--- src/sv/qrm_pkg.sv ---
// qrm_pkg: shared types, constants and a helper function for the quaternion to rotation matrix block
// no dependencies; imported by the pipeline modules

package qrm_pkg;

    localparam int unsigned NUM_ENTRIES = 9;

    // matrix entry positions, row major
    localparam int unsigned IDX_R0C0 = 0;
    localparam int unsigned IDX_R0C1 = 1;
    localparam int unsigned IDX_R0C2 = 2;
    localparam int unsigned IDX_R1C0 = 3;
    localparam int unsigned IDX_R1C1 = 4;
    localparam int unsigned IDX_R1C2 = 5;
    localparam int unsigned IDX_R2C0 = 6;
    localparam int unsigned IDX_R2C1 = 7;
    localparam int unsigned IDX_R2C2 = 8;

    // per stage control that travels with the data
    typedef struct packed {
        logic valid;
        logic zero;
    } qrm_ctl_t;

    function automatic logic is_diag(input int unsigned idx);
        return (idx == IDX_R0C0) || (idx == IDX_R1C1) || (idx == IDX_R2C2);
    endfunction

endpackage

--- src/sv/qrm_div_step.sv ---
// qrm_div_step: one restoring division step for all nine entries, one register stage
// depends on qrm_pkg

module qrm_div_step
    import qrm_pkg::*;
#(
    parameter int DATA_WIDTH = 16,
    parameter int FRAC_BITS  = 14
)
(
    input  logic                                    clk,
    input  logic                                    rst_n,
    input  qrm_ctl_t                                up_ctl,
    output logic                                    up_ready,
    input  logic [NUM_ENTRIES-1:0][2*DATA_WIDTH:0]  up_rem,
    input  logic [NUM_ENTRIES-1:0][FRAC_BITS+1:0]   up_quo,
    input  logic [NUM_ENTRIES-1:0]                  up_sgn,
    input  logic [2*DATA_WIDTH:0]                   up_den,
    output qrm_ctl_t                                dn_ctl,
    input  logic                                    dn_ready,
    output logic [NUM_ENTRIES-1:0][2*DATA_WIDTH:0]  dn_rem,
    output logic [NUM_ENTRIES-1:0][FRAC_BITS+1:0]   dn_quo,
    output logic [NUM_ENTRIES-1:0]                  dn_sgn,
    output logic [2*DATA_WIDTH:0]                   dn_den
);

    localparam int NW = 2 * DATA_WIDTH + 1;
    localparam int QW = FRAC_BITS + 2;

    logic                              en;
    qrm_ctl_t                          ctl_reg;
    logic [NUM_ENTRIES-1:0][NW-1:0]    shl;
    logic [NUM_ENTRIES-1:0][NW:0]      diff;
    logic [NUM_ENTRIES-1:0][NW-1:0]    rem_next, rem_reg;
    logic [NUM_ENTRIES-1:0][QW-1:0]    quo_next, quo_reg;
    logic [NUM_ENTRIES-1:0]            sgn_reg;
    logic [NW-1:0]                     den_reg;

    assign en       = !ctl_reg.valid || dn_ready;
    assign up_ready = en;

    // remainder stays below the divisor, so its top bit is free for the shift
    always_comb
    begin
        for (int k = 0; k < NUM_ENTRIES; k++)
        begin
            shl[k]      = {up_rem[k][NW-2:0], 1'b0};
            diff[k]     = {1'b0, shl[k]} - {1'b0, up_den};
            rem_next[k] = diff[k][NW] ? shl[k] : diff[k][NW-1:0];
            quo_next[k] = {up_quo[k][QW-2:0], !diff[k][NW]};
        end
    end

    always_ff @(posedge clk or negedge rst_n)
    begin
        if (!rst_n)
        begin
            ctl_reg <= '0;
        end
        else if (en)
        begin
            ctl_reg <= up_ctl;
        end
    end

    always_ff @(posedge clk)
    begin
        if (en)
        begin
            rem_reg <= rem_next;
            quo_reg <= quo_next;
            sgn_reg <= up_sgn;
            den_reg <= up_den;
        end
    end

    assign dn_ctl = ctl_reg;
    assign dn_rem = rem_reg;
    assign dn_quo = quo_reg;
    assign dn_sgn = sgn_reg;
    assign dn_den = den_reg;

endmodule

--- config.mk ---
export PLATFORM = sky130hd
export DESIGN_NAME = qrm_div_step
export DESIGN_NICKNAME = d
export VERILOG_FILES = /design/src/sv/qrm_pkg.sv /design/src/sv/qrm_div_step.sv
export SDC_FILE = /design/constraint.sdc
export NUM_CORES = 1
export LEC_CHECK = 0
export ABC_AREA = 1
export BUFFER_PORTS_ARGS = -buffer_cell sky130_fd_sc_hd__clkbuf_2
export CAP_MARGIN = 40
export CORE_AREA = 2 2 377 379
export DETAILED_ROUTE_END_ITERATION = 10
export DIE_AREA = 0 0 379 381
export PLACE_DENSITY_LB_ADDON = 0.15
export SYNTH_ARGS = -nofsm -noshare
export SYNTH_HDL_FRONTEND = slang
export SYNTH_SLANG_ARGS = --single-unit
--- constraint.sdc ---
create_clock -name clk -period 27 [get_ports clk]
set_input_delay 5.4 -clock clk [delete_from_list [all_inputs] [get_ports clk]]
set_output_delay 5.4 -clock clk [all_outputs]
set_load 0.01 [all_outputs]
==> results.ini <==
[pwr]
p_leak_nw = 28.5
p_switching_mw = 1.03
p_sw_frac = 0.366
p_int_mw = 1.78
ir_worst_vdd_mv = 0.0512
combPwrFrac = 0.335
clkPwrFrac = 0.314
p_per_area_nw_per_um2 = 54.5
power_frac_seq = 0.351

[timing]
fin_ws_ns = 15.64
setup_tns_ns = 0
slew_headroom = 0.411
period_share = 0.421
finClkSkew_ns = 0.0268
period_minus_slack_ns = 11.36
finalMaxSlewViolations = 0
rsz0062_at_grt = false
hold_violations = 0
final-setup-viol-count = 0
fmax_mhz = 88.1
worstMarginPinSlew_ns = 0.884

[logic_synthesis]
synth-simple-area-share = 0.399
synthDistinctLibCells = 37
muxShareOfSynthArea = 0.000264
synth_top_family_by_area = simple AND/OR/NAND/NOR gates
syn_nets = 6992
synth_fa_ha_area_frac = 0.0888
syn_area_per_cell_sq_um = 6.86
synth_area_sq_um = 42600
synth_compound_area_frac = 0.0279
yosysSeqAreaShare = 0.342
synth-xor-area-share = 0.0278
ys_warn_count = 0
synthCells = 6207
synth_seq_cells = 485

[setup_path]
crit_path_max_fanout = 4
crit_type = primary input to output pin
arrival_ns = 5.96
cp-start-kind = primary input
startpoint = dn_ready
end_kind = output pin
required_ns = 21.60
reg2reg_from = dn_ctl[1]

[flow_run]
cap_violations = 0

[global_routing]
grtUsageTotal = 0.257
grt-ovfl-total = 0
grt_pass1_wl_um = 271000
antenna_found_initial = 67
grt_pass1_vias = 41000
grt_max_degree = 149

[final_layout]
final-seq-area_sq_um = 14600
fin_nets = 7956
finalInstanceArea_sq_um = 51500
area_growth_pct = 20.9
multi_input_area_sq_um = 23200
fill_cells = 15500
drive_gt1_frac = 0.181

[floorplanning]
die_area_sq_um = 144000
num_rows = 138
floorplan.io_pins = 974
core-area_sq_um = 141000
start_util = 0.303
dieHeight_um = 381
die_w_um = 379

[placed_design]
place_hpwl_um = 152000
io_buffer_count = 955
place_area_sq_um = 49400
gp_congestion = 0.934
dp_slack_ns = 15.67

[detailed_routing]
drtIter0Drc = 3063
vias = 42700
avgRoutedWirePerCell_um = 21.0
drc = 0
vias_per_cell = 4.67
drt-total-wl_um = 192000
firstDrtPassIters = 8
ant_nets = 0

[cts]
holdBufCountCts = 0
cts_tree = yes
cts.htree.levels = 2
cts_buffers = 59
cts.path.max_buffers = 3
clk_pin_slew_ns = 0.06
postCtsSetupRepairBufs = 0
clock_sinks = 485
insertion_delay_ns = 0.69
cts.repair.resized = 0
cts_root_buffer = clkbuf_16

[min_path]
worstHoldStart = dn_ctl[0]
hold_path.class = flip-flop to flip-flop

[run_status]
outcome = finished clean

sequential cells by signal (all words and copies together) (netlist names):
signal	cells
dn_ctl	2
dn_den	33
dn_quo	144
dn_rem	297
dn_sgn	9
cell families (layout without fill, tap and decap cells):
group	after synthesis	after routing
other	0	21
AND/OR/NAND/NOR	3884	3884
AO/OA/AOI/OAI	222	222
multiplexers	1	1
buffers and inverters	1183	2198
adder cells (fa/ha/maj)	297	297
XOR/XNOR	135	135
flip-flops	485	485
path summary, 6_finish.rpt:
check / endpoint / slack [ns] / depth (start not counted)
max: up_ready / 15.64 / 4
min: dn_ctl[0] / 0.51 / 1
max reg2reg: dn_rem[199] / 23.40 / 5
min reg2reg: dn_ctl[0] / 0.51 / 1
max in group asynchronous: dn_ctl[1] / 22.39 / 1
min in group asynchronous: dn_ctl[0] / 4.51 / 1
power by group through the flow:
stage,logic [mW],clock network [mW],registers (mW)
2_1_floorplan,0.526,0,1.07
3_3_place_gp,0.937,0,1.00
3_5_place_dp,0.937,0,1.00
4_1_cts,0.943,0.906,0.987
5_1_grt,1.04,0.931,0.995
6_report,0.939,0.882,0.985
critical path, stage by stage:
cell and delay [ns]:
clkbuf_2 0.08, inv_1 0.05, nand2_4 0.21, clkbuf_2 0.19
placed cells by master, fill, tap and decap left out, types with 7 or more instances in the layout:
cell type	n
nand2_1	2569
inv_1	1069
clkbuf_2	955
nand3_1	520
edfxtp_1	483
nor2_1	358
ha_1	288
a21oi_1	194
xor2_1	124
nand3_2	99
and2_1	90
nand3b_1	63
clkbuf_16	61
nor3_1	36
nand4_1	36
buf_4	32
nor2_2	31
nand2_2	26
clkinv_1	22
diode_2	21
nand2_4	13
inv_2	12
bufinv_16	12
or2_2	11
xnor2_1	11
clkbuf_1	11
o21bai_1	9
a21oi_2	9
and3_1	9
a21o_1	9
fa_1	9
clkinv_2	8
nor3_2	7
nand2_8	7
synth_stat cells, drive strengths merged:
| cell type | number | area, sq um |
|---|---|---|
| nand2 | 2615 | 10100 |
| inv | 1092 | 4100 |
| nand3 | 619 | 3590 |
| edfxtp | 483 | 14500 |
| nor2 | 398 | 1690 |
| ha | 288 | 3600 |
| a21oi | 203 | 1050 |
| xor2 | 124 | 1090 |
| and2 | 90 | 563 |
| buf | 90 | 759 |
| nand3b | 63 | 473 |
| nor3 | 43 | 250 |
| nand4 | 36 | 225 |
| or2 | 11 | 68.8 |
| xnor2 | 11 | 96.3 |
| a21o | 9 | 67.6 |
| and3 | 9 | 56.3 |
| fa | 9 | 180 |
| o21bai | 9 | 67.6 |
| dfrtp | 2 | 50.1 |
| clkbuf | 1 | 3.75 |
| mux2 | 1 | 11.3 |
| o21ai | 1 | 5.00 |
metal layers:
| layer | vias to the layer above | GRT usage | share of wire |
|---|---|---|---|
| met5 | - | 0 | 0.00074 |
| met1 | 19500 | 0.310 | 0.40 |
| li1 | 21500 | - | - |
| met3 | 302 | 0.0512 | 0.075 |
| met4 | 22 | 0.0984 | 0.041 |
| met2 | 1436 | 0.445 | 0.48 |
metrics by stage:
step	hold WS (ns)	total power, mW	cells	util
2_1_floorplan	0.552	1.59	6207	-
3_3_place_gp	0.494	1.94	8995	0.350
3_5_place_dp	0.496	1.94	9000	0.351
4_1_cts	0.510	2.84	9112	0.366
5_1_grt	0.541	2.97	9126	0.366
6_report	0.508	2.81	9133	0.367
final cells by class:
| cell class | instances | area share |
|---|---|---|
| diodes | 21 | 0.00102 |
| clock buffers | 72 | 0.0304 |
| clock inverters | 40 | 0.0102 |
| inverters | 1092 | 0.0796 |
| multi-input cells | 4539 | 0.450 |
| flip-flops and latches | 485 | 0.283 |
| well taps | 1890 | 0.0459 |
| repair buffers | 994 | 0.100 |
No activity file was read; power rests on OpenSTA's default activity.
