## src/sv/qrm_pkg.sv

```systemverilog
// qrm_pkg: shared types, constants and a helper function for the quaternion to rotation matrix block
// no dependencies; imported by the pipeline modules

package qrm_pkg;

    localparam int unsigned NUM_ENTRIES = 9;

    // matrix entry positions, row major
    localparam int unsigned IDX_R0C0 = 0;
    localparam int unsigned IDX_R0C1 = 1;
    localparam int unsigned IDX_R0C2 = 2;
    localparam int unsigned IDX_R1C0 = 3;
    localparam int unsigned IDX_R1C1 = 4;
    localparam int unsigned IDX_R1C2 = 5;
    localparam int unsigned IDX_R2C0 = 6;
    localparam int unsigned IDX_R2C1 = 7;
    localparam int unsigned IDX_R2C2 = 8;

    // per stage control that travels with the data
    typedef struct packed {
        logic valid;
        logic zero;
    } qrm_ctl_t;

    function automatic logic is_diag(input int unsigned idx);
        return (idx == IDX_R0C0) || (idx == IDX_R1C1) || (idx == IDX_R2C2);
    endfunction

endpackage

```

## src/sv/qrm_finish.sv

```systemverilog
// qrm_finish: rounding, sign, saturation and identity override, two register stages
// depends on qrm_pkg

module qrm_finish
    import qrm_pkg::*;
#(
    parameter int DATA_WIDTH = 16,
    parameter int FRAC_BITS  = 14
)
(
    input  logic                                     clk,
    input  logic                                     rst_n,
    input  qrm_ctl_t                                 up_ctl,
    output logic                                     up_ready,
    input  logic [NUM_ENTRIES-1:0][FRAC_BITS+1:0]    up_quo,
    input  logic [NUM_ENTRIES-1:0]                   up_sgn,
    output qrm_ctl_t                                 dn_ctl,
    input  logic                                     dn_ready,
    output logic [NUM_ENTRIES-1:0][DATA_WIDTH-1:0]   dn_ent
);

    localparam int QW = FRAC_BITS + 2;
    localparam int RW = FRAC_BITS + 1;
    localparam int CW = ((RW > DATA_WIDTH) ? RW : DATA_WIDTH) + 1;

    localparam logic [CW-1:0] MAX_POS =
        {{(CW - DATA_WIDTH + 1){1'b0}}, {(DATA_WIDTH - 1){1'b1}}};
    localparam logic [CW-1:0] MIN_MAG = MAX_POS + CW'(1);
    localparam logic [CW-1:0] ONE_EXT = CW'(1) << FRAC_BITS;
    localparam logic [DATA_WIDTH-1:0] ONE =
        (ONE_EXT > MAX_POS) ? MAX_POS[DATA_WIDTH-1:0] : ONE_EXT[DATA_WIDTH-1:0];
    localparam logic [DATA_WIDTH-1:0] MIN_VAL = {1'b1, {(DATA_WIDTH - 1){1'b0}}};

    logic                                    en_a, en_b;
    qrm_ctl_t                                ctl_a_reg, ctl_b_reg;
    logic [NUM_ENTRIES-1:0][QW-1:0]          q_inc;
    logic [NUM_ENTRIES-1:0][RW-1:0]          mag_next, mag_reg;
    logic [NUM_ENTRIES-1:0]                  sgn_reg;
    logic [NUM_ENTRIES-1:0][CW-1:0]          qx;
    logic [NUM_ENTRIES-1:0][CW-1:0]          negq;
    logic [NUM_ENTRIES-1:0][DATA_WIDTH-1:0]  pos_sat, neg_sat;
    logic [NUM_ENTRIES-1:0][DATA_WIDTH-1:0]  ent_next, ent_reg;

    assign en_b     = !ctl_b_reg.valid || dn_ready;
    assign en_a     = !ctl_a_reg.valid || en_b;
    assign up_ready = en_a;

    // round half away from zero on the magnitude
    always_comb
    begin
        for (int k = 0; k < NUM_ENTRIES; k++)
        begin
            q_inc[k]    = up_quo[k] + QW'(1);
            mag_next[k] = q_inc[k][QW-1:1];
        end
    end

    always_comb
    begin
        for (int k = 0; k < NUM_ENTRIES; k++)
        begin
            qx[k]      = CW'(mag_reg[k]);
            negq[k]    = CW'(0) - qx[k];
            pos_sat[k] = (qx[k] > MAX_POS) ? MAX_POS[DATA_WIDTH-1:0] : qx[k][DATA_WIDTH-1:0];
            neg_sat[k] = (qx[k] > MIN_MAG) ? MIN_VAL : negq[k][DATA_WIDTH-1:0];
            if (ctl_a_reg.zero)
            begin
                ent_next[k] = is_diag(k) ? ONE : '0;
            end
            else
            begin
                ent_next[k] = sgn_reg[k] ? neg_sat[k] : pos_sat[k];
            end
        end
    end

    always_ff @(posedge clk or negedge rst_n)
    begin
        if (!rst_n)
        begin
            ctl_a_reg <= '0;
            ctl_b_reg <= '0;
        end
        else
        begin
            if (en_a)
            begin
                ctl_a_reg <= up_ctl;
            end
            if (en_b)
            begin
                ctl_b_reg <= ctl_a_reg;
            end
        end
    end

    always_ff @(posedge clk)
    begin
        if (en_a)
        begin
            mag_reg <= mag_next;
            sgn_reg <= up_sgn;
        end
        if (en_b)
        begin
            ent_reg <= ent_next;
        end
    end

    assign dn_ctl = ctl_b_reg;
    assign dn_ent = ent_reg;

endmodule

```

## config.mk

```make
export PLATFORM = sky130hd
export DESIGN_NAME = qrm_finish
export DESIGN_NICKNAME = d
export VERILOG_FILES = /design/src/sv/qrm_pkg.sv /design/src/sv/qrm_finish.sv
export SDC_FILE = /design/constraint.sdc
export NUM_CORES = 1
export LEC_CHECK = 0
export BUFFER_PORTS_ARGS = -buffer_cell sky130_fd_sc_hd__buf_2
export CORE_ASPECT_RATIO = 1.25
export CORE_UTILIZATION = 55
export DETAILED_ROUTE_END_ITERATION = 16
export HOLD_SLACK_MARGIN = 0.15
export PLACE_DENSITY_LB_ADDON = 0.05
export REMOVE_ABC_BUFFERS = 1
export SYNTH_ARGS = -nofsm -noshare
export SYNTH_HDL_FRONTEND = slang
export SYNTH_SLANG_ARGS = --single-unit
```

## constraint.sdc

```tcl
create_clock -name clk -period 10.29 [get_ports clk]
set_input_delay 1.029 -clock clk [delete_from_list [all_inputs] [get_ports clk]]
set_output_delay 1.029 -clock clk [all_outputs]
set_load 0.05 [all_outputs]
```

==> flow_summary.toml <==
[outcome]
status = "finished, final reports clean"

[route]
drt-initial-drc-count = 307
wl_per_cell_um = 15.1
drt_pass1_iterations = 4
via_per_inst = 5.35
drc = 0
drt_wl_total_um = 28100
ant_nets = 0
vias = 9993

[die]
fp.dieW_um = 148
io_pins = 305
rows = 66
die_area_mm2 = 0.0273
core-area_mm2 = 0.0261
dieHeight_um = 184
start_util_pct = 56.1

[yosys]
synth_mux_area_share_pct = 1.22
synth_xor_area_share_pct = 13.5
yosysWarnings = 0
synth_edf_count = 288
seq_area_frac_synth_pct = 59.7
syn_avg_cell_area_um2 = 12.1
synthAdderAreaFrac_pct = 1.54
yosys.area_share.simple_pct = 15.9
synth_top_area_share_pct = 59.0
synthTopCellsByArea = "edfxtp_1 59%, xor2_1 7.1%, xnor2_1 6.3%"
synth-main-ff-cell = "edfxtp_1"
synth_area_leader_cell = "edfxtp_1"
ys_types = 44
yosysMostFrequentCell = "edfxtp_1"
synth_compound_area_share_pct = 6.20
synth_seq_cells = 292
synth_cells = 1207
synth_top_family_by_area = "simple AND/OR/NAND/NOR gates"
syn_area_mm2 = 0.0147
yosys-top-cells-count = "288 x edfxtp_1, 157 x nor2_1, 119 x xor2_1, 106 x xnor2_1, 56 x nand3_1"
async_reset_ff_share_pct = 1.37

[finish]
final_area_mm2 = 0.0175
drive_above_1_share_pct = 24.9
largest_register_ff_count = 144
syn_to_final_growth_pct = 19.4
layout.nets = 1680

[power_and_ir_drop]
p_leak_uw = 0.00690
ir_drop_v = 0.000161
p_per_area_mw_per_mm2 = 189

[critical_path]
critPathMaxFanout = 49
start_kind = "primary input"
rr_worst_depth = 4
r2r_start = "ctl_a_reg[0]"
cp-end-kind = "output pin"
cp.arrival_ns = 2.43
reg2reg_to = "dn_ent[61]"
regToRegSetupSlack_ns = 7.87
crit_type = "primary input to output pin"
critical_path_required_ns = 9.26

[clock_tree]
clockBufferDepth = 3
clk_latency_ns = 0.54
ctsHtreeMaxLevel = 1
clk_pin_slew_ns = 0.06
cts_resized = 0
cts_setup_buffers = 0
postCtsHoldBufs = 0
cts_made_buffers = 29
cts_tree = "done"
cts.sinks = 292
root_buffer = "clkbuf_16"

[sta]
fin_setup_tns_ns = 0
hold_ws_ns = 0.286
timing.final.crit_share_pct = 33.6
skew_ns = 0.00852
worstMarginPinSlew_ns = 0.839
slew_viol_final = 0
period_minus_slack_ns = 3.46
setup-violations-final = 0
hold_violations = 0
rsz0062_at_grt = "false"
fmax_ghz = 0.289
slew_headroom_pct = 44.1

[placed_design]
portBuffers = 304
dpl.hpwl_um = 21500
dpl_cell_area_mm2 = 0.0165
gp_congestion = 0.925

[global_routing]
grt.overflow.total = 0
grt_pass1_vias = 9369
met3_usage_pct = 3.94
grt_pass1_wl_um = 44500
grt_use_met2_pct = 35.8
use_met1_pct = 25.1
track_usage_pct = 20.6
antenna_found_initial = 7
grt.busiest_layer = "met2"
grt_max_degree = 100

[min_path]
hold_path.class = "primary input to asynchronous set/reset pin"

[job]
drv_cap = 0
## how the worst max path moves through the flow
stage               startpoint  endpoint  depth (start not counted)
floorplan             dn_ready  up_ready                          2
global placement      dn_ready  up_ready                          4
detailed placement    dn_ready  up_ready                          4
CTS                   dn_ready  up_ready                          4
global route          dn_ready  up_ready                          4
finish                dn_ready  up_ready                          4
## power breakdown
group	total [uW]	internal (uW)	leakage, uW	switching [uW]
Combinational	665	182	0.00339	483
Clock	1090	665	0.000485	422
Sequential	1560	1480	0.00302	84.6
Total	3310	2330	0.00690	989
## placed cells by master (no fill, tap or decap), types with 11 or more instances in the layout
master and count:
buf_2 304, edfxtp_1 288, nor2_1 157, xor2_1 119, xnor2_1 106, nand3_1 56
nand2_1 38, o41ai_1 36, or3_1 35, nand4_1 32, inv_1 32, o31ai_1 31
clkbuf_16 29, and3_1 25, o21ai_0 24, nor4_1 18, a21oi_1 18, ha_1 18
nor3_1 17, or4_1 15, or2_2 12, and4_1 11
## metal layers
metal | vias to the layer above | share of wire, %
met3 | 77 | 7.5
met1 | 4526 | 40
li1 | 5086 | -
met2 | 296 | 49
met5 | - | 0.14
met4 | 8 | 3.7
## worst max-delay path, stage by stage
cell and delay (ns):
buf_2 0.10, nor2b_1 0.42, nand2_4 0.46, buf_2 0.38
## per-stage QoR
| step | util (%) | total power [uW] | std cells | setup WS (ns) |
|---|---|---|---|---|
| floorplan | - | 2070 | 1164 | 4.81 |
| global placement | 63.2 | 2240 | 1813 | 6.84 |
| detailed placement | 63.2 | 2260 | 1813 | 6.83 |
| CTS | 67.0 | 3340 | 1864 | 6.82 |
| global route | 67.0 | 3450 | 1866 | 6.75 |
| finish | 67.0 | 3310 | 1868 | 6.83 |
## area by class of cell
class	count	area, um2
Fill cell	2023	8600
Clock buffer	33	741
Multi-Input combinational cell	838	5620
Tap cell	340	425
Timing Repair Buffer	309	1560
Inverter	34	133
Sequential cell	292	8750
Antenna cell	4	10.0
Clock inverter	18	250
## cells by family after synthesis
| logic type | Yosys count |
|---|---|
| buffers and inverters | 77 |
| xor gates and xnor gates | 225 |
| muxes | 17 |
| AOI/OAI and AO/OA | 126 |
| DFF | 292 |
| and+or+nand+nor | 452 |
| adders and majority gates | 18 |
(Power assumes the default switching activity.)
